[src/hw/rtl/sobel_pkg.sv]
package sobel_pkg;

    localparam int MAX_WIDTH   = 1024;
    localparam int WIDTH_W     = 11;
    localparam int HEIGHT_W    = 16;
    localparam int COL_W       = 10;
    localparam int PIX_W       = 24;
    localparam int RING_DEPTH  = 4 * MAX_WIDTH;
    localparam int RING_AW     = $clog2(RING_DEPTH);
    localparam int QUEUE_DEPTH = 4;
    localparam int QUEUE_AW    = $clog2(QUEUE_DEPTH);
    localparam int CFG_IDX_W   = 1;

    localparam logic [CFG_IDX_W-1:0] REG_LINE_WIDTH   = 1'b0;
    localparam logic [CFG_IDX_W-1:0] REG_FRAME_HEIGHT = 1'b1;

    localparam logic OP_PIXEL = 1'b0;
    localparam logic OP_DRAIN = 1'b1;

    typedef struct packed {
        logic [WIDTH_W-1:0] back;
        logic [RING_AW-1:0] head;
        logic [WIDTH_W-1:0] width;
        logic               r_first;
        logic               r_last;
        logic               c_first;
        logic               c_last;
    } cmd_t;

endpackage

[src/hw/rtl/sobel_cmdq.sv]
module sobel_cmdq
    import sobel_pkg::*;
(
    input  logic clk,
    input  logic rst_n,
    input  logic push,
    input  cmd_t push_data,
    output logic full,
    output logic avail,
    output cmd_t pop_data,
    input  logic pop
);

    cmd_t                slot_reg [QUEUE_DEPTH];
    logic [QUEUE_AW-1:0] wr_reg, wr_next;
    logic [QUEUE_AW-1:0] rd_reg, rd_next;
    logic [QUEUE_AW:0]   cnt_reg, cnt_next;
    logic                do_push, do_pop;

    assign full     = (cnt_reg == (QUEUE_AW+1)'(QUEUE_DEPTH));
    assign avail    = (cnt_reg != '0);
    assign pop_data = slot_reg[rd_reg];
    assign do_push  = push && !full;
    assign do_pop   = pop && avail;

    always_comb
    begin
        wr_next  = do_push ? wr_reg + QUEUE_AW'(1) : wr_reg;
        rd_next  = do_pop ? rd_reg + QUEUE_AW'(1) : rd_reg;
        cnt_next = cnt_reg;
        if (do_push && !do_pop)
        begin
            cnt_next = cnt_reg + (QUEUE_AW+1)'(1);
        end
        else if (do_pop && !do_push)
        begin
            cnt_next = cnt_reg - (QUEUE_AW+1)'(1);
        end
    end

    always_ff @(posedge clk)
    begin
        if (do_push)
        begin
            slot_reg[wr_reg] <= push_data;
        end
    end

    always_ff @(posedge clk or negedge rst_n)
    begin
        if (!rst_n)
        begin
            wr_reg  <= '0;
            rd_reg  <= '0;
            cnt_reg <= '0;
        end
        else
        begin
            wr_reg  <= wr_next;
            rd_reg  <= rd_next;
            cnt_reg <= cnt_next;
        end
    end

endmodule

[config.mk]
export PLATFORM = sky130hd
export DESIGN_NAME = sobel_cmdq
export DESIGN_NICKNAME = d
export VERILOG_FILES = /design/src/hw/rtl/sobel_pkg.sv /design/src/hw/rtl/sobel_cmdq.sv
export SDC_FILE = /design/constraint.sdc
export NUM_CORES = 1
export LEC_CHECK = 0
export ABC_AREA = 1
export ABC_CLOCK_PERIOD_IN_PS = 3880
export BUFFER_PORTS_ARGS = -buffer_cell sky130_fd_sc_hd__clkbuf_2
export CORE_ASPECT_RATIO = 0.9
export CORE_MARGIN = 4
export CORE_UTILIZATION = 58
export DETAILED_ROUTE_END_ITERATION = 7
export PLACE_DENSITY = 0.84
export SETUP_SLACK_MARGIN = 0.4
export SLEW_MARGIN = 20
export SYNTH_ARGS = -nofsm -noshare
export SYNTH_HDL_FRONTEND = slang
export SYNTH_SLANG_ARGS = --single-unit
[constraint.sdc]
create_clock -name clk -period 3.88 [get_ports clk]
set_input_delay 0.194 -clock clk [delete_from_list [all_inputs] [get_ports clk]]
set_output_delay 0.194 -clock clk [all_outputs]
set_load 0.02 [all_outputs]
==> impl_metrics.ini <==
[placed_design]
place_ws_ns = 1.53
io_buffers = 81
place_inst = 719
gp_congestion = 0.744
dp_hpwl_um = 7630
dpl_cell_area_um2 = 7300

[yosys]
syn-num-nets = 552
synth_area_um2 = 6780
post-synth-top-count-cell = edfxtp_1
synth-simple-area-share = 0.0814
synthTopCellsByArea = edfxtp_1, o211ai_2, nand2_1
yosysSeqAreaShare = 0.699
synth-seq-cells = 159
synthAdderAreaFrac = 0.0122
synth.distinct_cells = 17
synth_xor_area_frac = 0.00129
synth-edff-count = 152
ys_top_cells_by_count = edfxtp_1, nand2_1, inv_1, o211ai_2, o211ai_1
synthMuxAreaShare = 0
avgSynthCellArea_um2 = 13.5
ys_warn_count = 0
syn_inst = 504
synth_top_area_frac = 0.673
synth_compound_area_frac = 0.128
yosysTopAreaCell = edfxtp_1
synth_top_family_by_area = compound AO/OA/AOI/OAI gates
async_flop_share = 0.0440
ys.flop_type = edfxtp_1

[critical_path]
worstSetupPathType = reg -> out
cp_num_cells = 5
cp_cell_sequence = inv_8 > nand2_1 > o211ai_2 > nand2_1 > clkbuf_2
cpPeakStageDelay_ns = 0.61
worst_setup_path_start_kind = flip-flop
cpMostUsedCell = nand2_1
critPathTopFamily = buffers and inverters
cp_slowest_cell = inv_8
worstRegToRegCells = 5
cp-endpoint = pop_data[2]
worstPathRequired_ns = 3.69
cp.arrival_ns = 2.26
rrSetupSlack_ns = 1.62
cp_max_fo = 154
path_buf_inv = 2
r2r_end = slot_reg[3][10]$_DFFE_PP_
cp-startpoint = rd_reg[0]$_DFFE_PN0P_
reg2reg_from = cnt_reg[0]$_DFFE_PN0P_
worstSetupEndpointType = output port

[clock_network]
cts_buffer_depth = 2
clock_latency_ns = 0.41
cts.clk_slew.worst_paths_ns = 0.06
cts_root_buffer = clkbuf_16
clock-sinks = 159
cts_buffers = 17
cts_resized = 0
tritoncts = yes
htree_levels = 4

[floorplan]
initial_core_util = 0.593
core_area_um2 = 11400
die_h_um = 111
die_w_um = 122
die_area_um2 = 13500
io_pins = 82
rows = 37

[timing]
tns_ns = 0
min_period_over_period = 0.632
hold_viol = 0
fin_ws_ns = 1.43
worst_clock_skew_ns = 0.00592
max_slew_margin = 0.319
rsz0062_at_grt = no
fin_crit_ns = 2.45
maxSlewViolCount = 0
setup_viol = 0
tightestPinTransition_ns = 1.02
clock.fmax_mhz = 408

[layout]
postLayoutCoreUtil = 0.711
nets = 646
largest_reg_flops = 152
fill_cells = 765
areaGrowthSynthToFinish_pct = 19.9
stdcell_count = 767
final_layout_size_suffix_gt1_frac = 0.313
finalInstanceArea_um2 = 8130
antenna_cells = 0

[grt]
grt_pass1_wl_um = 20700
first_global_vias = 4142
grt_use_total = 0.202
use_met2 = 0.345
antenna_found_initial = 0
grtUsageMet3 = 0.0517
grt_busiest_layer = met2
overflow = 0
grt_max_degree = 155
use_met1 = 0.255

[pwr]
p_leak_nw = 3.40
worst_ir_drop_vdd_mv = 0.552
power_density_nw_per_um2 = 809

[routing]
vias = 4014
first_pass_iters = 5
drc = 0
vias_per_cell = 5.23
drtIter0Drc = 250
routed_wl_um = 12900
wl_per_cell_um = 16.8
postRouteAntennaNets = 0

[status]
status = finished, final reports clean

[flow_run]
max-cap-violations = 0

[hold_path]
hold_path_class = in -> reg
stage by stage:
| stage | hold WS (ns) | power (mW) |
|---|---|---|
| 2_1_floorplan | -0.102 | 4.19 |
| 3_3_place_gp | 0.0368 | 4.68 |
| 3_5_place_dp | 0.0449 | 4.81 |
| 4_1_cts | 0.000241 | 6.60 |
| 5_1_grt | 0.00244 | 6.95 |
| 6_report | 0.0103 | 6.58 |
timing repair:
action / CTS / global route
hold buffers: 14 / 0
buffers inserted: 0 / 0
endpoints found under the hold margin: 57 / 0
report_power, final:
part / switching [mW] / internal (mW) / leakage (nW)
Sequential: 0.127 / 2.27 / 1.48
Clock: 0.598 / 1.16 / 0.312
Combinational: 1.67 / 0.751 / 1.62
how the worst min path moves through the flow:
stage,from,endpoint,slack (ns),depth (start not counted)
final,push_data[3],slot_reg[1][3]$_DFFE_PP_,0.01,1
after CTS,push_data[16],slot_reg[0][16]$_DFFE_PP_,0.0002,1
after global placement,rst_n,rd_reg[0]$_DFFE_PN0P_,0.04,1
after global routing,push_data[19],slot_reg[0][19]$_DFFE_PP_,0.002,1
after detailed placement,rst_n,rd_reg[0]$_DFFE_PN0P_,0.04,1
after floorplan,rst_n,cnt_reg[0]$_DFFE_PN0P_,-0.10,0
cell families (layout without fill, tap and decap cells):
family,count (synthesis),count (layout)
AND/OR/NAND/NOR,144,144
buffers and inverters,117,224
AO/OA/AOI/OAI,77,77
adder cells (fa/ha/maj),6,6
flip-flops,159,159
XOR/XNOR,1,1
routing by layer:
metal	up-vias	wire length (µm)
li1	1927	-
met1	1953	5340
met2	115	6690
met3	19	673
met4	0	161
met5	-	0
worst register-to-register path, delay by kind of cell, from the launching register on:
family                 cells  cell delay (ns)
buffers and inverters      2             0.31
DFF                        1             0.44
and+or+nand+nor            3             1.21
placed cells by master, fill, tap and decap left out, types with 2 or more instances in the layout:
cell type,instances
edfxtp_1,152
nand2_1,132
clkbuf_2,81
inv_1,78
o211ai_2,59
o211ai_1,17
clkbuf_16,17
dlygate4sd3_1,14
inv_2,12
nand3_1,7
dfrtp_1,6
ha_1,5
clkbuf_8,5
clkbuf_1,5
nor2_4,4
bufinv_16,4
buf_16,3
clkinv_2,2
final cells by class:
class / instances / area (µm²) / share of cell area
clock buffer: 27 / 513 / 0.0631
clock inverter: 5 / 125 / 0.0154
inverter: 92 / 354 / 0.0436
multi-input combinational: 228 / 1540 / 0.190
sequential: 159 / 4740 / 0.583
tap: 156 / 195 / 0.0240
timing repair buffer: 100 / 656 / 0.0807
No activity file was read; power rests on OpenSTA's default activity.
