**src/hw/rtl/sobel_pkg.sv**
```systemverilog
package sobel_pkg;

    localparam int MAX_WIDTH   = 1024;
    localparam int WIDTH_W     = 11;
    localparam int HEIGHT_W    = 16;
    localparam int COL_W       = 10;
    localparam int PIX_W       = 24;
    localparam int RING_DEPTH  = 4 * MAX_WIDTH;
    localparam int RING_AW     = $clog2(RING_DEPTH);
    localparam int QUEUE_DEPTH = 4;
    localparam int QUEUE_AW    = $clog2(QUEUE_DEPTH);
    localparam int CFG_IDX_W   = 1;

    localparam logic [CFG_IDX_W-1:0] REG_LINE_WIDTH   = 1'b0;
    localparam logic [CFG_IDX_W-1:0] REG_FRAME_HEIGHT = 1'b1;

    localparam logic OP_PIXEL = 1'b0;
    localparam logic OP_DRAIN = 1'b1;

    typedef struct packed {
        logic [WIDTH_W-1:0] back;
        logic [RING_AW-1:0] head;
        logic [WIDTH_W-1:0] width;
        logic               r_first;
        logic               r_last;
        logic               c_first;
        logic               c_last;
    } cmd_t;

endpackage

```
**src/hw/rtl/sobel_if.sv**
```systemverilog


interface edge_if;
    logic       valid;
    logic       ready;
    logic [7:0] red_edge;
    logic [7:0] green_edge;
    logic [7:0] blue_edge;
    logic       frame_end;

    modport source (output valid, output red_edge, output green_edge,
                    output blue_edge, output frame_end, input ready);
    modport sink (input valid, input red_edge, input green_edge,
                  input blue_edge, input frame_end, output ready);
endinterface

```
**src/hw/rtl/sobel_back.sv**
```systemverilog
module sobel_back
    import sobel_pkg::*;
(
    input  logic               clk,
    input  logic               rst_n,
    input  logic               cmd_avail,
    input  cmd_t               cmd_in,
    output logic               cmd_pop,
    output logic [RING_AW-1:0] ram_raddr,
    input  logic [PIX_W-1:0]   ram_rdata,
    edge_if.source             edges
);

    localparam logic [2:0] ST_IDLE = 3'd0;
    localparam logic [2:0] ST_TAP  = 3'd1;
    localparam logic [2:0] ST_SQ   = 3'd2;
    localparam logic [2:0] ST_SUM  = 3'd3;
    localparam logic [2:0] ST_ROOT = 3'd4;
    localparam logic [2:0] ST_OUT  = 3'd5;
    localparam logic [3:0] LAST_TAP = 4'd9;

    logic [2:0]         state_reg, state_next;
    cmd_t               cmd_reg;
    logic [3:0]         tap_reg;
    logic               tv_reg;
    logic signed [2:0]  wx_reg, wy_reg;
    logic signed [10:0] gx_reg [3];
    logic signed [10:0] gy_reg [3];
    logic [19:0]        sqx_reg [3];
    logic [19:0]        sqy_reg [3];
    logic [20:0]        sum_reg [3];
    logic [7:0]         m_reg [3];
    logic [2:0]         bit_reg;

    logic signed [1:0]  dr, dc;
    logic signed [2:0]  wx, wy;
    logic signed [12:0] kk, offs;
    logic               skip;
    logic [7:0]         probe [3];
    logic [15:0]        prod [3];

    function automatic logic signed [10:0] term(input logic signed [2:0] wt,
                                                input logic [7:0] v);
        logic signed [10:0] sv;
        sv = $signed({3'b000, v});
        case (wt)
            3'sd1:   term = sv;
            3'sd2:   term = sv <<< 1;
            -3'sd1:  term = -sv;
            -3'sd2:  term = -(sv <<< 1);
            default: term = '0;
        endcase
    endfunction

    always_comb
    begin
        case (tap_reg)
            4'd0:    begin dr = -2'sd1; dc = -2'sd1; end
            4'd1:    begin dr = -2'sd1; dc = 2'sd0;  end
            4'd2:    begin dr = -2'sd1; dc = 2'sd1;  end
            4'd3:    begin dr = 2'sd0;  dc = -2'sd1; end
            4'd4:    begin dr = 2'sd0;  dc = 2'sd0;  end
            4'd5:    begin dr = 2'sd0;  dc = 2'sd1;  end
            4'd6:    begin dr = 2'sd1;  dc = -2'sd1; end
            4'd7:    begin dr = 2'sd1;  dc = 2'sd0;  end
            4'd8:    begin dr = 2'sd1;  dc = 2'sd1;  end
            default: begin dr = 2'sd0;  dc = 2'sd0;  end
        endcase
        wx = (dr == 2'sd0) ? 3'(dc) <<< 1 : 3'(dc);
        wy = (dc == 2'sd0) ? 3'(dr) <<< 1 : 3'(dr);
        case (dr)
            -2'sd1:  offs = -$signed({2'b00, cmd_reg.width});
            2'sd1:   offs = $signed({2'b00, cmd_reg.width});
            default: offs = '0;
        endcase
        kk = $signed({2'b00, cmd_reg.back}) - offs - 13'(dc);
        skip = (dr < 0 && cmd_reg.r_first) || (dr > 0 && cmd_reg.r_last) ||
               (dc < 0 && cmd_reg.c_first) || (dc > 0 && cmd_reg.c_last) ||
               (kk < 0) || (tap_reg == LAST_TAP);
        ram_raddr = cmd_reg.head - kk[RING_AW-1:0];
    end

    always_comb
    begin
        for (int c = 0; c < 3; c++)
        begin
            probe[c] = m_reg[c] | (8'd1 << bit_reg);
            prod[c]  = probe[c] * (probe[c] - 8'd1);
        end
    end

    always_comb
    begin
        state_next = state_reg;
        cmd_pop    = 1'b0;
        case (state_reg)
            ST_IDLE:
            begin
                if (cmd_avail)
                begin
                    cmd_pop    = 1'b1;
                    state_next = ST_TAP;
                end
            end
            ST_TAP:  state_next = (tap_reg == LAST_TAP) ? ST_SQ : ST_TAP;
            ST_SQ:   state_next = ST_SUM;
            ST_SUM:  state_next = ST_ROOT;
            ST_ROOT: state_next = (bit_reg == 3'd0) ? ST_OUT : ST_ROOT;
            ST_OUT:  state_next = edges.ready ? ST_IDLE : ST_OUT;
            default: state_next = ST_IDLE;
        endcase
    end

    assign edges.valid      = (state_reg == ST_OUT);
    assign edges.red_edge   = m_reg[0];
    assign edges.green_edge = m_reg[1];
    assign edges.blue_edge  = m_reg[2];
    assign edges.frame_end  = cmd_reg.r_last && cmd_reg.c_last;

    always_ff @(posedge clk)
    begin
        case (state_reg)
            ST_IDLE:
            begin
                cmd_reg <= cmd_in;
                tv_reg  <= 1'b0;
                for (int c = 0; c < 3; c++)
                begin
                    gx_reg[c] <= '0;
                    gy_reg[c] <= '0;
                end
            end
            ST_TAP:
            begin
                tv_reg <= !skip;
                wx_reg <= wx;
                wy_reg <= wy;
                if (tv_reg)
                begin
                    for (int c = 0; c < 3; c++)
                    begin
                        gx_reg[c] <= gx_reg[c] + term(wx_reg, ram_rdata[23-8*c -: 8]);
                        gy_reg[c] <= gy_reg[c] + term(wy_reg, ram_rdata[23-8*c -: 8]);
                    end
                end
            end
            ST_SQ:
            begin
                for (int c = 0; c < 3; c++)
                begin
                    sqx_reg[c] <= 20'(gx_reg[c] * gx_reg[c]);
                    sqy_reg[c] <= 20'(gy_reg[c] * gy_reg[c]);
                end
            end
            ST_SUM:
            begin
                for (int c = 0; c < 3; c++)
                begin
                    sum_reg[c] <= {1'b0, sqx_reg[c]} + {1'b0, sqy_reg[c]};
                    m_reg[c]   <= '0;
                end
            end
            ST_ROOT:
            begin
                for (int c = 0; c < 3; c++)
                begin
                    if ({5'b00000, prod[c]} < sum_reg[c])
                    begin
                        m_reg[c] <= probe[c];
                    end
                end
            end
            default:
            begin
            end
        endcase
    end

    always_ff @(posedge clk or negedge rst_n)
    begin
        if (!rst_n)
        begin
            state_reg <= ST_IDLE;
            tap_reg   <= '0;
            bit_reg   <= '0;
        end
        else
        begin
            state_reg <= state_next;
            if (state_reg == ST_TAP)
            begin
                tap_reg <= tap_reg + 4'd1;
            end
            else
            begin
                tap_reg <= '0;
            end
            if (state_reg == ST_ROOT)
            begin
                bit_reg <= bit_reg - 3'd1;
            end
            else
            begin
                bit_reg <= 3'd7;
            end
        end
    end

endmodule

```
**src/flat_wrapper.sv**
```systemverilog
// flat-port wrapper written by rule: the top's interface ports become plain ports
module sobel_back_flat import sobel_pkg::*;
  (clk, rst_n, cmd_avail, cmd_in, cmd_pop, ram_raddr, ram_rdata, edges_valid, edges_red_edge, edges_green_edge, edges_blue_edge, edges_frame_end, edges_ready);
  edge_if edges_i ();
  input  logic clk;
  input  logic rst_n;
  input  logic cmd_avail;
  input  cmd_t cmd_in;
  output logic cmd_pop;
  output logic [RING_AW-1:0] ram_raddr;
  input  logic [PIX_W-1:0] ram_rdata;
  output wire logic [$bits(edges_i.valid)-1:0] edges_valid;
  output wire logic [$bits(edges_i.red_edge)-1:0] edges_red_edge;
  output wire logic [$bits(edges_i.green_edge)-1:0] edges_green_edge;
  output wire logic [$bits(edges_i.blue_edge)-1:0] edges_blue_edge;
  output wire logic [$bits(edges_i.frame_end)-1:0] edges_frame_end;
  input wire logic [$bits(edges_i.ready)-1:0] edges_ready;
  assign edges_valid = edges_i.valid;
  assign edges_red_edge = edges_i.red_edge;
  assign edges_green_edge = edges_i.green_edge;
  assign edges_blue_edge = edges_i.blue_edge;
  assign edges_frame_end = edges_i.frame_end;
  assign edges_i.ready = edges_ready;
  sobel_back u_core (.clk(clk), .rst_n(rst_n), .cmd_avail(cmd_avail), .cmd_in(cmd_in), .cmd_pop(cmd_pop), .ram_raddr(ram_raddr), .ram_rdata(ram_rdata), .edges(edges_i));
endmodule
```
**config.mk**
```make
export PLATFORM = sky130hd
export DESIGN_NAME = sobel_back_flat
export DESIGN_NICKNAME = d
export VERILOG_FILES = /design/src/hw/rtl/sobel_pkg.sv /design/src/hw/rtl/sobel_if.sv /design/src/hw/rtl/sobel_back.sv /design/src/flat_wrapper.sv
export SDC_FILE = /design/constraint.sdc
export NUM_CORES = 2
export LEC_CHECK = 0
export ABC_AREA = 1
export BUFFER_PORTS_ARGS = -buffer_cell sky130_fd_sc_hd__buf_2
export CAP_MARGIN = 20
export CELL_PAD_IN_SITES_DETAIL_PLACEMENT = 1
export CELL_PAD_IN_SITES_GLOBAL_PLACEMENT = 2
export CORE_AREA = 3 3 416 376
export CTS_CLUSTER_DIAMETER = 40
export DETAILED_ROUTE_END_ITERATION = 6
export DIE_AREA = 0 0 419 379
export HOLD_SLACK_MARGIN = 0.12
export PLACE_DENSITY = 0.81
export SYNTH_ARGS = -nofsm -noshare
export SYNTH_HDL_FRONTEND = slang
export SYNTH_SLANG_ARGS = --single-unit
```
**constraint.sdc**
```tcl
create_clock -name clk -period 11.5 [get_ports clk]
set_clock_uncertainty 0.05 [all_clocks]
set_input_delay 2.3 -clock clk [delete_from_list [all_inputs] [get_ports clk]]
set_output_delay 2.3 -clock clk [all_outputs]
set_load 0.05 [all_outputs]
```
==> results.txt <==
----------------------------------------------------
[Place]
  Gp weighted congestion ... 0.853
  Instance count after placement with tap cells included ... 8488
  Pre-CTS setup slack ... 3.68 ns
  Count of buffers from port buffering ... 104
  Half-perimeter wire length after placement ... 128 mm

[CTS]
  Number of gates given a new drive strength after cts ... 0
  Maximum level of the CTS H-tree ... 3
  Clock tree from TritonCTS ... yes
  Clock buffers created by TritonCTS ... 71
  Clock root buffer ... sky130_fd_sc_hd__clkbuf_16
  Quantity of hold-fixing buffers added after cts ... 0
  Number of sinks handled by clock tree synthesis ... 322
  Clock-pin transition on the worst setup and hold timing paths ... 0.05 ns
  Clock latency reported for the late side of the worst-skew pair ... 0.68 ns
  Setup repair bufs after CTS ... 0
  Longest Clk Path Bufs ... 3

[Yosys]
  Cell area after technology mapping ... 53200 sq um
  Mapped Cells ... 6447
  Yosys synthesis warning count ... 0
  Post-synthesis cell type count ... 55
  Post-synthesis sequential area ratio ... 18.1%
  Flip-flop and latch count after synthesis ... 322
  Per-instance average area after synthesis ... 8.25 sq um

[Global routing]
  Total overflow reported by the global router ... 0
  Number of global-route vias before repair ... 45371
  First-pass GRT wire length ... 248 mm
  Overall global routing resource usage ... 19.7%
  Pin count of the biggest net entering global routing ... 69
  Antenna violations before repair ... 22

[Critical path]
  CP cell instances ... ha_1 > inv_1 > ha_1 > inv_1 > nor2_2 > inv_1 > o21bai_1 > nand3_1 > fa_1 > ha_1 > nand2_1 > o21ai_0 > a21oi_1 > o21ai_0 > xor2_1 > ha_1 > a21oi_1 > o21ai_0 > a21oi_1 > nor2_1 > nor2_1 > xor2_1 > buf_2
  Category of cells accounting for the largest share of critical-path delay ... adder cells
  Top cell by count, worst path ... sky130_fd_sc_hd__ha_1
  Worst Path Buf+Inv ... 4
  Sort of element at the end of the critical path ... output port
  Crit start category ... flip-flop
  Reg2reg start ... u_core.bit_reg[0]$_DFF_PN0_
  Worst setup path category ... reg2out
  Cell with the largest stage delay on the worst path ... sky130_fd_sc_hd__nor2_2
  Biggest fanout along the worst timing path ... 17
  Setup slack on the worst flop-to-flop path ... 3.73 ns
  Critical path arrival ... 6.06 ns
  Path depth of the worst reg2reg path ... 33
  Data required time of the worst path ... 9.15 ns
  Delay of the slowest cell on the worst path ... 0.49 ns
  Reg-to-reg critical path endpoint ... u_core.m_reg[0][3]$_SDFFCE_PN0P_

[Detailed routing]
  Detailed-route via count ... 41331
  Initial DRC Count ... 1876
  Number of search-and-repair iterations in the first detailed-routing pass ... 7
  Number of vias per cell ... 4.79
  Met3 WL post-DR ... 6.00 mm
  Sum of routed wire segments on met1 ... 73.3 mm
  Total wire length ... 151 mm
  Top Metal Used ... met5
  Wire length on met2 ... 68.0 mm
  Mean routed wirelength per cell ... 17.5 um
  DR DRC count ... 1
  Count of nets left with antenna violations after detail routing ... 0

[Timing]
  Share of the clock period used by the worst path after layout ... 73.1%
  Peak Freq ... 119 MHz
  Total count of max-transition violations in the final report ... 0
  Final Hold Violating Endpoints ... 0
  Final WS setup ... 3.09 ns
  Final setup fails ... 0
  Slew @ Worst Pin ... 0.969 ns
  Total negative setup slack ... 0 ns
  Setup repair after global routing missed its margin ... false
  Headroom to the max-slew limit ... 35.4%
  Time the final worst path needs with I/O delays and setup ... 8.41 ns

[Hold path]
  Worst Hold Endpoint ... u_core.bit_reg[0]$_DFF_PN0_
  HP Class ... reg2reg
  Worst min-delay path startpoint ... u_core.bit_reg[0]$_DFF_PN0_
  Count of cells along the worst hold path ... 1

[Status]
  Result of the run ... complete, but fails checks
  Failing checks ... design-rule violations

[Layout]
  Final core occ ... 38.4%
  Net count, final ... 7925
  Most frequent cells in the layout ... sky130_fd_sc_hd__inv_1, sky130_fd_sc_hd__nand2_1, sky130_fd_sc_hd__fa_1
  Non-Filler Instances ... 8630
  Syn-to-layout area delta ... 10.1%
  Number of flip-flops in the largest register ... 63
  Share of cells above drive strength 1 ... 5.36%
  Most frequent standard cell in the layout excluding fill and tap cells ... sky130_fd_sc_hd__inv_1

[Die]
  Overall die height ... 379 um
  Die Outline Area ... 159000 sq um
  Top-level I/O count ... 105
  Horizontal die dimension ... 419 um
  Number of core rows ... 136
  Initial cell density of the core ... 34.9%
  Area of the core ... 153000 sq um

[Job]
  Number of max-cap violations ... 0

----------------------------------------------------
==> synthesized netlist by cell type, drive strengths merged <==
library cell	n	share of area [%]
a211oi	1	0.014
a21boi	5	0.071
a21o	27	0.38
a21oi	312	3.0
a221oi	3	0.049
a22oi	7	0.099
a31oi	17	0.20
a32oi	1	0.016
and2	1	0.012
and3	1	0.012
buf	17	0.17
clkbuf	83	0.59
conb	2	0.014
dfrtp	10	0.47
edfxtp	312	18
fa	764	29
ha	535	13
inv	1756	12
nand2	1231	8.7
nand2b	1	0.012
nand3	237	2.3
nand3b	12	0.17
nand4	52	0.61
nor2	426	3.3
nor3	44	0.46
nor3b	1	0.014
nor4	8	0.15
o2111ai	6	0.099
o211ai	11	0.16
o21a	19	0.27
o21ai	177	1.7
o21bai	26	0.37
o221ai	18	0.30
o22ai	31	0.36
o31ai	9	0.13
or2	31	0.36
xnor2	75	1.2
xor2	178	2.9
==> metal layers <==
layer | GRT usage, % | up-vias
li1 | - | 19931
met1 | 27.7 | 20654
met2 | 31.7 | 561
met3 | 3.21 | 177
met4 | 4.65 | 8
met5 | 0 | -
==> kinds of logic (layout without fill, tap and decap cells) <==
logic type	after synthesis	count (layout)	share of synthesized area, %
adders and majority gates	1299	1299	41.3
and+or+nand+nor	2045	2045	16.1
xor gates and xnor gates	253	253	4.16
buffers and inverters	1856	2003	13.2
other	2	37	0.0141
DFF	322	322	18.1
AOI/OAI and AO/OA	670	670	7.20
==> cell type report <==
cell class / instances / area [sq um]
fillers: 18225 / 94000
diodes: 10 / 25.0
clock inverters: 54 / 736
well taps: 2001 / 2500
repair buffers: 115 / 603
multi-input cells: 4294 / 36700
inverters: 1756 / 6600
flip-flops and latches: 322 / 9620
clock buffers: 78 / 1810
==> worst max path at each step <==
stage | startpoint | end | depth (start not counted)
floorplan | u_core.tap_reg[0]$_DFF_PN0_ | ram_raddr[9] | 27
global placement | u_core.bit_reg[0]$_DFF_PN0_ | u_core.m_reg[0][12]$_SDFFCE_PN0P_ | 32
detailed placement | u_core.bit_reg[0]$_DFF_PN0_ | u_core.m_reg[0][20]$_SDFFCE_PN0P_ | 33
CTS | u_core.tap_reg[0]$_DFF_PN0_ | ram_raddr[8] | 23
global route | u_core.tap_reg[0]$_DFF_PN0_ | ram_raddr[8] | 23
finish | u_core.tap_reg[0]$_DFF_PN0_ | ram_raddr[8] | 23
==> worst reg2reg max path, delay by kind of cell (launching register included) <==
| kind | cells | cell delay (ns) |
|---|---|---|
| buffers and inverters | 8 | 0.64 |
| AND/OR/NAND/NOR | 14 | 2.28 |
| flip-flops | 1 | 0.41 |
| XOR/XNOR | 1 | 0.14 |
| adder cells (fa/ha/maj) | 8 | 3.36 |
| AO/OA/AOI/OAI | 2 | 0.63 |
==> per-stage QoR <==
step	cell area [sq um]	hold WS [ns]
2_1_floorplan	53300	0.414
3_3_place_gp	56000	0.431
3_5_place_dp	56000	0.460
4_1_cts	58600	0.479
5_1_grt	58600	0.518
6_report	58600	0.469
Power is left out: the tool's default activity adds up to more than one toggle a clock period on the data nets, which glitch-free logic cannot reach.
