<file path="config.mk">
export PLATFORM = sky130hd
export DESIGN_NAME = sobel_ram
export DESIGN_NICKNAME = d
export VERILOG_FILES = /design/src/hw/rtl/sobel_ram.sv
export SDC_FILE = /design/constraint.sdc
export NUM_CORES = 1
export LEC_CHECK = 0
export ABC_CLOCK_PERIOD_IN_PS = 2200
export BUFFER_PORTS_ARGS = -buffer_cell sky130_fd_sc_hd__clkbuf_2
export CAP_MARGIN = 20
export CORE_MARGIN = 10
export CORE_UTILIZATION = 40
export CTS_CLUSTER_DIAMETER = 80
export DETAILED_ROUTE_END_ITERATION = 12
export PLACE_DENSITY_LB_ADDON = 0.25
export SYNTH_ARGS = -nofsm -noshare
export SYNTH_HDL_FRONTEND = slang
export SYNTH_SLANG_ARGS = --single-unit
</file>
<file path="constraint.sdc">
create_clock -name clk -period 2.2 [get_ports clk]
set_input_delay 0.33 -clock clk [delete_from_list [all_inputs] [get_ports clk]]
set_output_delay 0.33 -clock clk [all_outputs]
set_load 0.02 [all_outputs]
</file>
<file path="src/hw/rtl/sobel_ram.sv">
module sobel_ram #(
    parameter int WIDTH = 8,
    parameter int DEPTH = 16
) (
    input  logic                     clk,
    input  logic                     we,
    input  logic [$clog2(DEPTH)-1:0] waddr,
    input  logic [WIDTH-1:0]         wdata,
    input  logic [$clog2(DEPTH)-1:0] raddr,
    output logic [WIDTH-1:0]         rdata
);

    logic [WIDTH-1:0] mem [DEPTH];

    always_ff @(posedge clk)
    begin
        if (we)
        begin
            mem[waddr] <= wdata;
        end
        rdata <= mem[raddr];
    end

endmodule

</file>
==> run_results.csv, run 1 <==
group,metric,value,unit
outcome,outcome,"finished, final reports clean",
clocking,cts_buffer_depth,2,
run,drv_cap,0,
synth,yosysSeqAreaShare,77.8,%
critical_path,worstPathArrival,1.66,ns
critical_path,required,2.49,ns
sta,worst_slew_pin_slew,0.448,ns
sta,finalCritPeriodShare,62.5,%
grt,grt_pass1_wl,15800,µm
sta,rsz0062_at_grt,"false",
sta,finalSetupViolCount,0,
grt,grt_antenna_before_repair,0,
sta,final.setup.tns,0,ns
synth,avgSynthCellArea,22.5,µm²
clocking,ctsHoldBuffers,0,
critical_path,r2r_slack,0.86,ns
finish,area_delta_synth_final,21.3,%
finish,final_net_count,303,
pwr,internal-power,5.03,mW
sta,max_slew_margin,69.9,%
finish,antennaDiodeCount,0,
routing,routed_wl,10200,µm
place,io_buffers,25,
clocking,path_clk_slew,0.06,ns
synth,yosysUniqueCellTypes,19,
critical_path,cp_max_fo,32,
critical_path,start_kind,"input pin",
grt,grt_max_degree,33,
clocking,cts_root_buf,"clkbuf_16",
pwr,switching_power,1.23,mW
finish,instances_no_fill,470,
routing,routed-via-count,2426,
routing,firstDrtPassIters,5,
clocking,cts_sinks,136,
pwr,power_frac_comb,4.6,%
synth,ys_warn_count,0,
grt,grt_pass1_vias,2626,
pwr,seq_power_share,46.6,%
place,place_inst,438,
sta,finalClockSkew,0.00440,ns
sta,period_needed,1.37,ns
floorplanning,pin_count,26,
pwr,p_clk_share,48.8,%
sta,fmax,727,MHz
synth,yosys_register_bits,136,
synth,syn_nets,247,
sta,drv_slew,0,
place,dpl.hpwl,6560,µm
place,gp_congestion,0.729,
routing,first_iter_violations,285,
clocking,cts_buffers,17,
grt,grt_overflow,0,
synth,synth_top_area_cell,"edfxtp_1",
floorplanning,dieArea,17800,µm²
clocking,cts.repair.resized,0,
floorplanning,initial_utilization,40.8,%
routing,drcViolationCount,0,
synth,syn_area,5150,µm²
critical_path,cp-end-kind,"flip-flop",
pwr,swShare,19.7,%
clocking,ctsHtreeMaxLevel,4,
floorplanning,rows,41,
clocking,clock_latency,0.41,ns
grt,grt_util_all_layers,12.2,%
floorplanning,chipWidth,133,µm
floorplanning,core,12600,µm²
synth,yosysTopAreaCellShare,74.7,%
pwr,power_density,1000,nW/µm²
clocking,cts_setup_buffers,0,
routing,viasPerCell,5.16,
pwr,peakVddDrop,0.431,mV
critical_path,path_class,"in -> reg",
pwr,p_leak,2.13,nW
synth,netlist_instances,229,
synth,synth.top_cells.by_area,"edfxtp_1, mux4_2, mux4_1, dfxtp_1, a22oi_1",
clocking,cts_tree,"built",
hold_path,min_path_type,"in -> reg",
routing,wl_per_cell,21.7,µm
floorplanning,die_height,133,µm
finish,final_layout_size_suffix_gt1_share,32.9,%
sta,hold_viol_final,0,
routing,ant_nets,0,
## sequential cells by signal (all words and copies together), names as in the netlist
signal  cells
rdata       8
mem       128
## final cells by class
type	count	area, µm²
Tap cell	172	215
Multi-Input combinational cell	83	1060
Sequential cell	136	4000
Clock inverter	15	226
Fill cell	1071	6380
Clock buffer	17	425
Timing Repair Buffer	47	315
## final timing paths
kind / from / endpoint / cells after the start
setup / recovery: raddr[0] / rdata[1] / 5
hold / removal: wdata[4] / mem[7][4] / 1
setup reg to reg: mem[9][1] / rdata[1] / 3
hold reg to reg: mem[15][7] / rdata[7] / 3
## cell usage after synthesis, drive strengths merged
cell,number
nand3b,2
or3b,1
and2b,1
dfxtp,8
nor3,4
buf,7
nand2,9
nor2,13
a22oi,16
edfxtp,128
nand2b,2
nor2b,1
clkdlybuf4s25,3
and2,1
nand3,1
mux4,32
## layer usage
metal / up-vias / global-route usage, % / part of all wire, %
met2: 73 / 19.4 / 49
met3: 12 / 3.53 / 5.6
met5: - / 0 / 0
met1: 1259 / 15.4 / 43
met4: 0 / 5.14 / 1.6
li1: 1082 / - / -
## cell families (layout without fill, tap and decap cells)
family / count (synthesis) / after routing / synth area share [%]
compound gates: 16 / 16 / 2.33
buf+inv: 10 / 79 / 1.68
flops: 136 / 136 / 77.8
mux: 32 / 32 / 15.0
simple gates: 35 / 35 / 3.18
## worst max-delay path, stage by stage
cell      delay (ns)
clkbuf_2        0.10
buf_12          0.25
mux4_1          0.59
a22oi_1         0.28
nand2_1         0.08
## cell usage in the layout, fill, tap and decap left out
master and n:
mux4_1 14, inv_6 1, mux4_2 18, edfxtp_1 128, a22oi_1 16, dfxtp_1 8, nor2b_1 1, clkinv_4 4
and2_1 1, clkinv_2 2, nand2_1 9, nand3_1 1, nand2b_1 2, nor2_1 13, clkbuf_2 25, and2b_1 1
buf_12 2, clkbuf_16 17, nor3_1 4, or3b_2 1, bufinv_16 5, clkinvlp_4 3, buf_4 20, nand3b_1 2
## power by group through the flow
stage / logic (mW) / registers (mW) / clock network (mW)
6_report: 0.288 / 2.92 / 3.06
2_1_floorplan: 0.147 / 2.98 / 0
4_1_cts: 0.295 / 2.92 / 3.12
3_3_place_gp: 0.289 / 2.97 / 0
5_1_grt: 0.315 / 2.92 / 3.23
3_5_place_dp: 0.294 / 2.97 / 0
## metrics by stage
step	area (µm²)	setup WS [ns]	utilization [%]	hold WS [ns]	power (mW)
floorplan	5150	0.377	-	0.429	3.13
global placement	5590	0.391	44.3	0.654	3.26
detailed placement	5590	0.403	44.3	0.665	3.27
CTS	6240	0.837	49.5	0.348	6.33
global route	6240	0.749	49.5	0.371	6.47
finish	6240	0.825	49.5	0.350	6.26
No activity file was read; power rests on OpenSTA's default activity.
==> inputs of run 2 (changes only) <==
Settings changed: ABC_AREA from default to 1, ABC_CLOCK_PERIOD_IN_PS 2200 to 1200.
Clock period 2.2 ns to 1.2 ns, I/O delays scaled along.
==> run 2 against run 1 <==
First-iteration DRC count grew 12%. Hold slack lost 0.14 ns. Critical path depth is 4 lower. Via count up 58%. Power up 79%. Flip-flop and latch count unchanged. Highest routed layer unchanged. Largest cell class unchanged. Critical path type is now reg -> out.
==> run_results.csv, run 2 <==
group,metric,value,unit
finish,final_area,6920,µm²
synth,synth_top_area_cell,"edfxtp_1",
finish,final_layout_size_suffix_gt1_share,15.5,%
critical_path,start_kind,"flip-flop",
sta,finalSetupViolCount,0,
routing,top_layer,"met4",
clocking,clock_latency,0.42,ns
pwr,peakVddDrop,0.967,mV
sta,fmax,876,MHz
place,post-place-ws,-0.0693,ns
finish,multi_input_area,1210,µm²
routing,ant_nets,0,
synth,yosysMostFrequentCell,"nand2_1",
sta,hold_viol_final,0,
outcome,outcome,"finished, final reports clean",
critical_path,critPathLaunch,"rdata[6]",
pwr,p_leak,3.03,nW
hold_path,hold_start,"raddr[2]",
hold_path,worstHoldPathCells,4,
routing,wl_met3,891,µm
critical_path,r2r_slack,0.19,ns
clocking,cts_buffers,17,
sta,max_slew_margin,70.2,%
synth,yosysUniqueCellTypes,12,
synth,avgSynthCellArea,10.5,µm²
finish,final_cell_mix,"nand2_1, edfxtp_1, inv_1",
critical_path,critPathCapture,"rdata[6]",
critical_path,path_class,"reg -> out",
sta,finalClockSkew,0.00796,ns
routing,routed_wl,13600,µm
critical_path,crit_path_max_incr_delay,0.36,ns
sta,setup_slack,0.0591,ns
pwr,power_density,1620,nW/µm²
place,post_dp_cell_area,6330,µm²
finish,n_fill_cell,1304,
finish,area_delta_synth_final,20.0,%
synth,syn_nets,569,
hold_path,min_path_type,"in -> reg",
synth,netlist_instances,551,
sta,period_needed,1.14,ns
synth,ys_warn_count,0,
sta,rsz0062_at_grt,"false",
place,gp_congestion,0.815,
critical_path,required,1.02,ns
clocking,cts_tree,"built",
synth,synth.top_cells.by_count,"nand2_1, edfxtp_1, inv_1",
grt,grt_antenna_before_repair,0,
grt,grt_max_degree,37,
floorplanning,pin_count,26,
finish,final_net_count,626,
clocking,cts_buffer_depth,2,
synth,synthArstFlopShare,0,%
finish,antennaDiodeCount,0,
routing,viasPerCell,4.80,
routing,wl_per_cell,16.9,µm
sta,drv_slew,0,
grt,grt_overflow,0,
critical_path,cp_slowest_cell,"dfxtp_1",
synth,yosys_register_bits,136,
routing,wl_met1,5810,µm
critical_path,reg2reg_from,"mem[12][6]",
critical_path,worst-path-buf-inv,1,
synth,dominantRegCellSynth,"edfxtp_1",
critical_path,worstPathArrival,0.96,ns
synth,yosysSeqAreaShare,69.4,%
finish,largest-register,"mem",
synth,synth.top_cells.by_area,"edfxtp_1, nand2_1, nand3_1, inv_1, dfxtp_1",
critical_path,reg2reg_depth,6,
routing,firstDrtPassIters,4,
synth,yosysTopAreaCellShare,66.7,%
floorplanning,dieArea,19600,µm²
clocking,cts_root_buf,"clkbuf_16",
routing,drcViolationCount,0,
clocking,ctsHtreeMaxLevel,4,
critical_path,crit_chain,"clkbuf_2",
floorplanning,die_height,140,µm
routing,routed-via-count,3845,
clocking,path_clk_slew,0.06,ns
run,drv_cap,0,
critical_path,path_depth,1,
floorplanning,core,14000,µm²
critical_path,r2r-end,"rdata[6]",
place,dpl.hpwl,8850,µm
synth,synth-edff-count,128,
sta,finalCritPeriodShare,95.1,%
finish,seq_area,4010,µm²
clocking,ctsHoldBuffers,0,
critical_path,cp-end-kind,"output port",
finish,largest_reg_flops,128,
synth,syn_area,5770,µm²
routing,first_iter_violations,320,
critical_path,cp_max_fo,1,
clocking,cts_sinks,136,
floorplanning,chipWidth,140,µm
finish,reg_top3,"mem x128, rdata x8",
place,io_buffers,25,
floorplanning,rows,43,
finish,final_common_cell,"nand2_1",
grt,grt_pass1_vias,3862,
grt,grt_pass1_wl,21200,µm
floorplanning,initial_utilization,41.2,%
routing,wl_met2,6560,µm
grt,grt_util_all_layers,14.2,%
sta,worst_slew_pin_slew,0.446,ns
critical_path,path_delay_family,"flip-flops",
==> run 2: cell types whose count changed after synthesis, moves of 2 or more <==
cell             previous run  this run
nor2_1                     13        17
nand2_1                     9       173
buf_4                       1         4
mux4_2                     18         0
a22oi_1                    16         0
clkdlybuf4s25_2             3         0
nor3_1                      4         0
mux4_1                     14         0
buf_6                       3         6
nand2b_1                    2         0
buf_2                       3        13
nand3_1                     1        97
inv_1                       0       100
inv_2                       0         2
==> run 2: metal layers <==
| layer | global-route usage (%) | up-vias |
|---|---|---|
| met3 | 4.26 | 16 |
| li1 | - | 1892 |
| met1 | 16.9 | 1835 |
| met2 | 23.0 | 102 |
| met5 | 0 | - |
| met4 | 6.79 | 0 |
==> run 2: cell type report <==
class | count | share of cell area, %
Sequential cell | 136 | 57.9
Clock buffer | 17 | 6.15
Timing Repair Buffer | 62 | 7.31
Tap cell | 180 | 3.26
Clock inverter | 15 | 2.32
Inverter | 102 | 5.53
Multi-Input combinational cell | 289 | 17.5
==> run 2: stage by stage <==
step	hold slack [ns]	cells	utilization (%)	TNS [ns]	power, mW
after floorplan	0.279	551	-	0	5.85
after global placement	0.608	769	45.2	-0.126	6.20
after detailed placement	0.606	769	45.2	-0.355	6.21
after CTS	0.191	801	49.4	0	11.3
after global routing	0.229	801	49.5	0	11.6
final	0.205	801	49.5	0	11.2
==> run 2: tightest hold or removal path: stages <==
cell	delay, ns
clkbuf_2	0.15
nand3_1	0.13
nand3_1	0.08
nand2_1	0.06
==> run 2: where the power goes <==
part | switching (mW) | total (mW) | leakage (nW) | internal (mW)
Combinational | 0.502 | 0.757 | 1.52 | 0.255
Clock | 1.89 | 5.11 | 0.285 | 3.22
Sequential | 0.0356 | 5.35 | 1.22 | 5.31
Total | 2.42 | 11.2 | 3.03 | 8.79
==> run 2: worst min path at each step <==
stage           endpoint  slack, ns
2_1_floorplan  mem[0][0]       0.28
6_report        rdata[0]       0.20
5_1_grt         rdata[4]       0.23
4_1_cts         rdata[0]       0.19
3_3_place_gp    rdata[7]       0.61
3_5_place_dp    rdata[7]       0.61
==> run 2: logic make-up after synthesis <==
group / synth area share [%]
simple gates: 21.0
flops: 69.4
buf+inv: 9.52
==> run 2: timing repair <==
item                                    4_1_cts  5_1_grt
setup buffers                                 0        0
gates resized for setup                       1        1
endpoints found under the setup margin        1        1
==> inputs of run 3 (changes only) <==
Settings changed: CELL_PAD_IN_SITES_DETAIL_PLACEMENT from default to 1, CELL_PAD_IN_SITES_GLOBAL_PLACEMENT from default to 1, CORE_MARGIN 10 to 4, SETUP_SLACK_MARGIN from default to 0.05.
==> run 3 against run 2 <==
Critical path depth did not move. Routed wire length rose by 8.2%. Maximum frequency up 3.5%. Global-route usage up 5.5 points. Register-to-register slack is essentially flat. Utilization decreased by 0.11 points. Critical path type unchanged. Die area decreased by 16%. Clock skew is 0.0031 ns lower. Hold slack lost 0.0030 ns. First-iteration DRC count decreased by 15%. Power rose by 3.3%.
==> run_results.csv, run 3 (synthesis results as in run 2) <==
group,metric,value,unit
finish,largest-register,"mem",
critical_path,crit_path_max_incr_delay,0.35,ns
finish,reg_top3,"mem x128, rdata x8",
routing,ant_nets,0,
floorplanning,rows,43,
hold_path,worstHoldPathCells,4,
finish,final_net_count,618,
place,dpl.hpwl,9360,µm
pwr,power_density,1680,nW/µm²
hold_path,hold_start,"raddr[3]",
finish,final_layout_size_suffix_gt1_share,14.5,%
critical_path,reg2reg_depth,6,
hold_path,min_path_type,"in -> reg",
floorplanning,die_height,128,µm
routing,first_iter_violations,273,
grt,grt_pass1_vias,4180,
clocking,ctsHtreeMaxLevel,4,
sta,finalClockSkew,0.00484,ns
routing,routed-via-count,3900,
sta,drv_slew,0,
sta,finalCritPeriodShare,91.8,%
floorplanning,chipWidth,128,µm
finish,antennaDiodeCount,0,
sta,fmax,907,MHz
critical_path,crit_chain,"clkbuf_8",
outcome,outcome,"finished, final reports clean",
routing,viasPerCell,4.92,
hold_path,min_to,"rdata[6]",
grt,grt_pass1_wl,23700,µm
clocking,clock_latency,0.43,ns
clocking,path_clk_slew,0.06,ns
pwr,p_leak,3.02,nW
floorplanning,core,14000,µm²
pwr,finalPower,11.6,mW
sta,finalSetupViolCount,0,
critical_path,cp_max_fo,1,
finish,final_cell_mix,"nand2_1, edfxtp_1, inv_1",
finish,area_delta_synth_final,19.7,%
clocking,cts_setup_buffers,0,
grt,grt_overflow,0,
sta,rsz0062_at_grt,"false",
floorplanning,pin_count,26,
critical_path,start_kind,"flip-flop",
critical_path,cp-end-kind,"output port",
sta,hold_viol_final,0,
routing,drcViolationCount,0,
clocking,cts_root_buf,"clkbuf_16",
sta,worst_slew_pin_slew,0.440,ns
floorplanning,dieArea,16400,µm²
finish,final_common_cell,"nand2_1",
critical_path,worst-path-buf-inv,1,
clocking,cts_buffers,17,
routing,routed_wl,14700,µm
critical_path,path_class,"reg -> out",
finish,largest_reg_flops,128,
clocking,ctsHoldBuffers,0,
pwr,peakVddDrop,1.25,mV
grt,grt_util_all_layers,19.7,%
critical_path,r2r_slack,0.18,ns
routing,firstDrtPassIters,5,
grt,grt_max_degree,46,
clocking,cts_buffer_depth,2,
critical_path,reg2reg_from,"mem[7][6]",
sta,holdWs,0.202,ns
critical_path,r2r-end,"rdata[6]",
run,drv_cap,0,
sta,max_slew_margin,70.7,%
critical_path,path_delay_family,"flip-flops",
place,io_buffers,25,
floorplanning,initial_utilization,41.2,%
critical_path,worstPathArrival,0.92,ns
sta,period_needed,1.10,ns
clocking,cts_tree,"built",
clocking,cts_sinks,136,
place,gp_congestion,0.781,
critical_path,cp_slowest_cell,"dfxtp_2",
critical_path,required,1.02,ns
grt,grt_antenna_before_repair,0,
routing,wl_per_cell,18.5,µm
[run 3: cell count changes in the layout (fill, tap and decap cells not counted), moves of 2 or more]
cell	delta
buf_4	-6
clkbuf_8	+7
clkinv_2	-2
dfxtp_1	-3
clkbuf_2	-3
clkinvlp_4	-3
buf_12	-2
dfxtp_2	+3
[run 3: cell type report]
cell class              instances  area (µm²)
fillers                      1545        7090
flip-flops and latches        136        4010
multi-input cells             289        1210
clock buffers                  21         470
repair buffers                 54         453
inverters                     102         383
well taps                     180         225
clock inverters                10         149
[run 3: what timing repair did]
item	CTS	global route
endpoints found under the setup margin	4	1
pin swaps	0	0
resized for setup	11	1
[run 3: stage by stage]
step | worst slack (ns) | instance area [µm²] | TNS [ns] | instances | util [%]
after floorplan | 0.0692 | 5770 | 0 | 551 | -
after global placement | -0.0398 | 6240 | -0.149 | 761 | 44.6
after detailed placement | -0.0745 | 6240 | -0.966 | 761 | 44.6
after CTS | 0.0503 | 6900 | 0 | 792 | 49.3
after global routing | 0.0687 | 6900 | 0 | 792 | 49.3
final | 0.0978 | 6900 | 0 | 792 | 49.3
[run 3: worst max path at each step]
stage | startpoint | endpoint | slack, ns | depth (start not counted)
4_1_cts | rdata[0] | rdata[0] | 0.05 | 1
2_1_floorplan | waddr[3] | mem[4][0] | 0.07 | 2
3_3_place_gp | raddr[0] | rdata[4] | -0.04 | 7
6_report | rdata[7] | rdata[7] | 0.1 | 1
5_1_grt | mem[7][6] | rdata[6] | 0.07 | 6
3_5_place_dp | raddr[0] | rdata[1] | -0.07 | 8
[run 3: metal layers]
layer	share of wire (%)	up-vias	track usage, %
met4	2.0	0	7.24
met2	52	76	33.4
li1	-	1868	-
met1	42	1934	25.1
met3	4.7	22	4.17
met5	0	-	0
[run 3: report_power, final]
part	switching, mW	internal [mW]	total [mW]
combinational	0.515	0.251	0.766
sequential	0.0379	5.32	5.35
clock	1.86	3.60	5.46
total	2.41	9.17	11.6
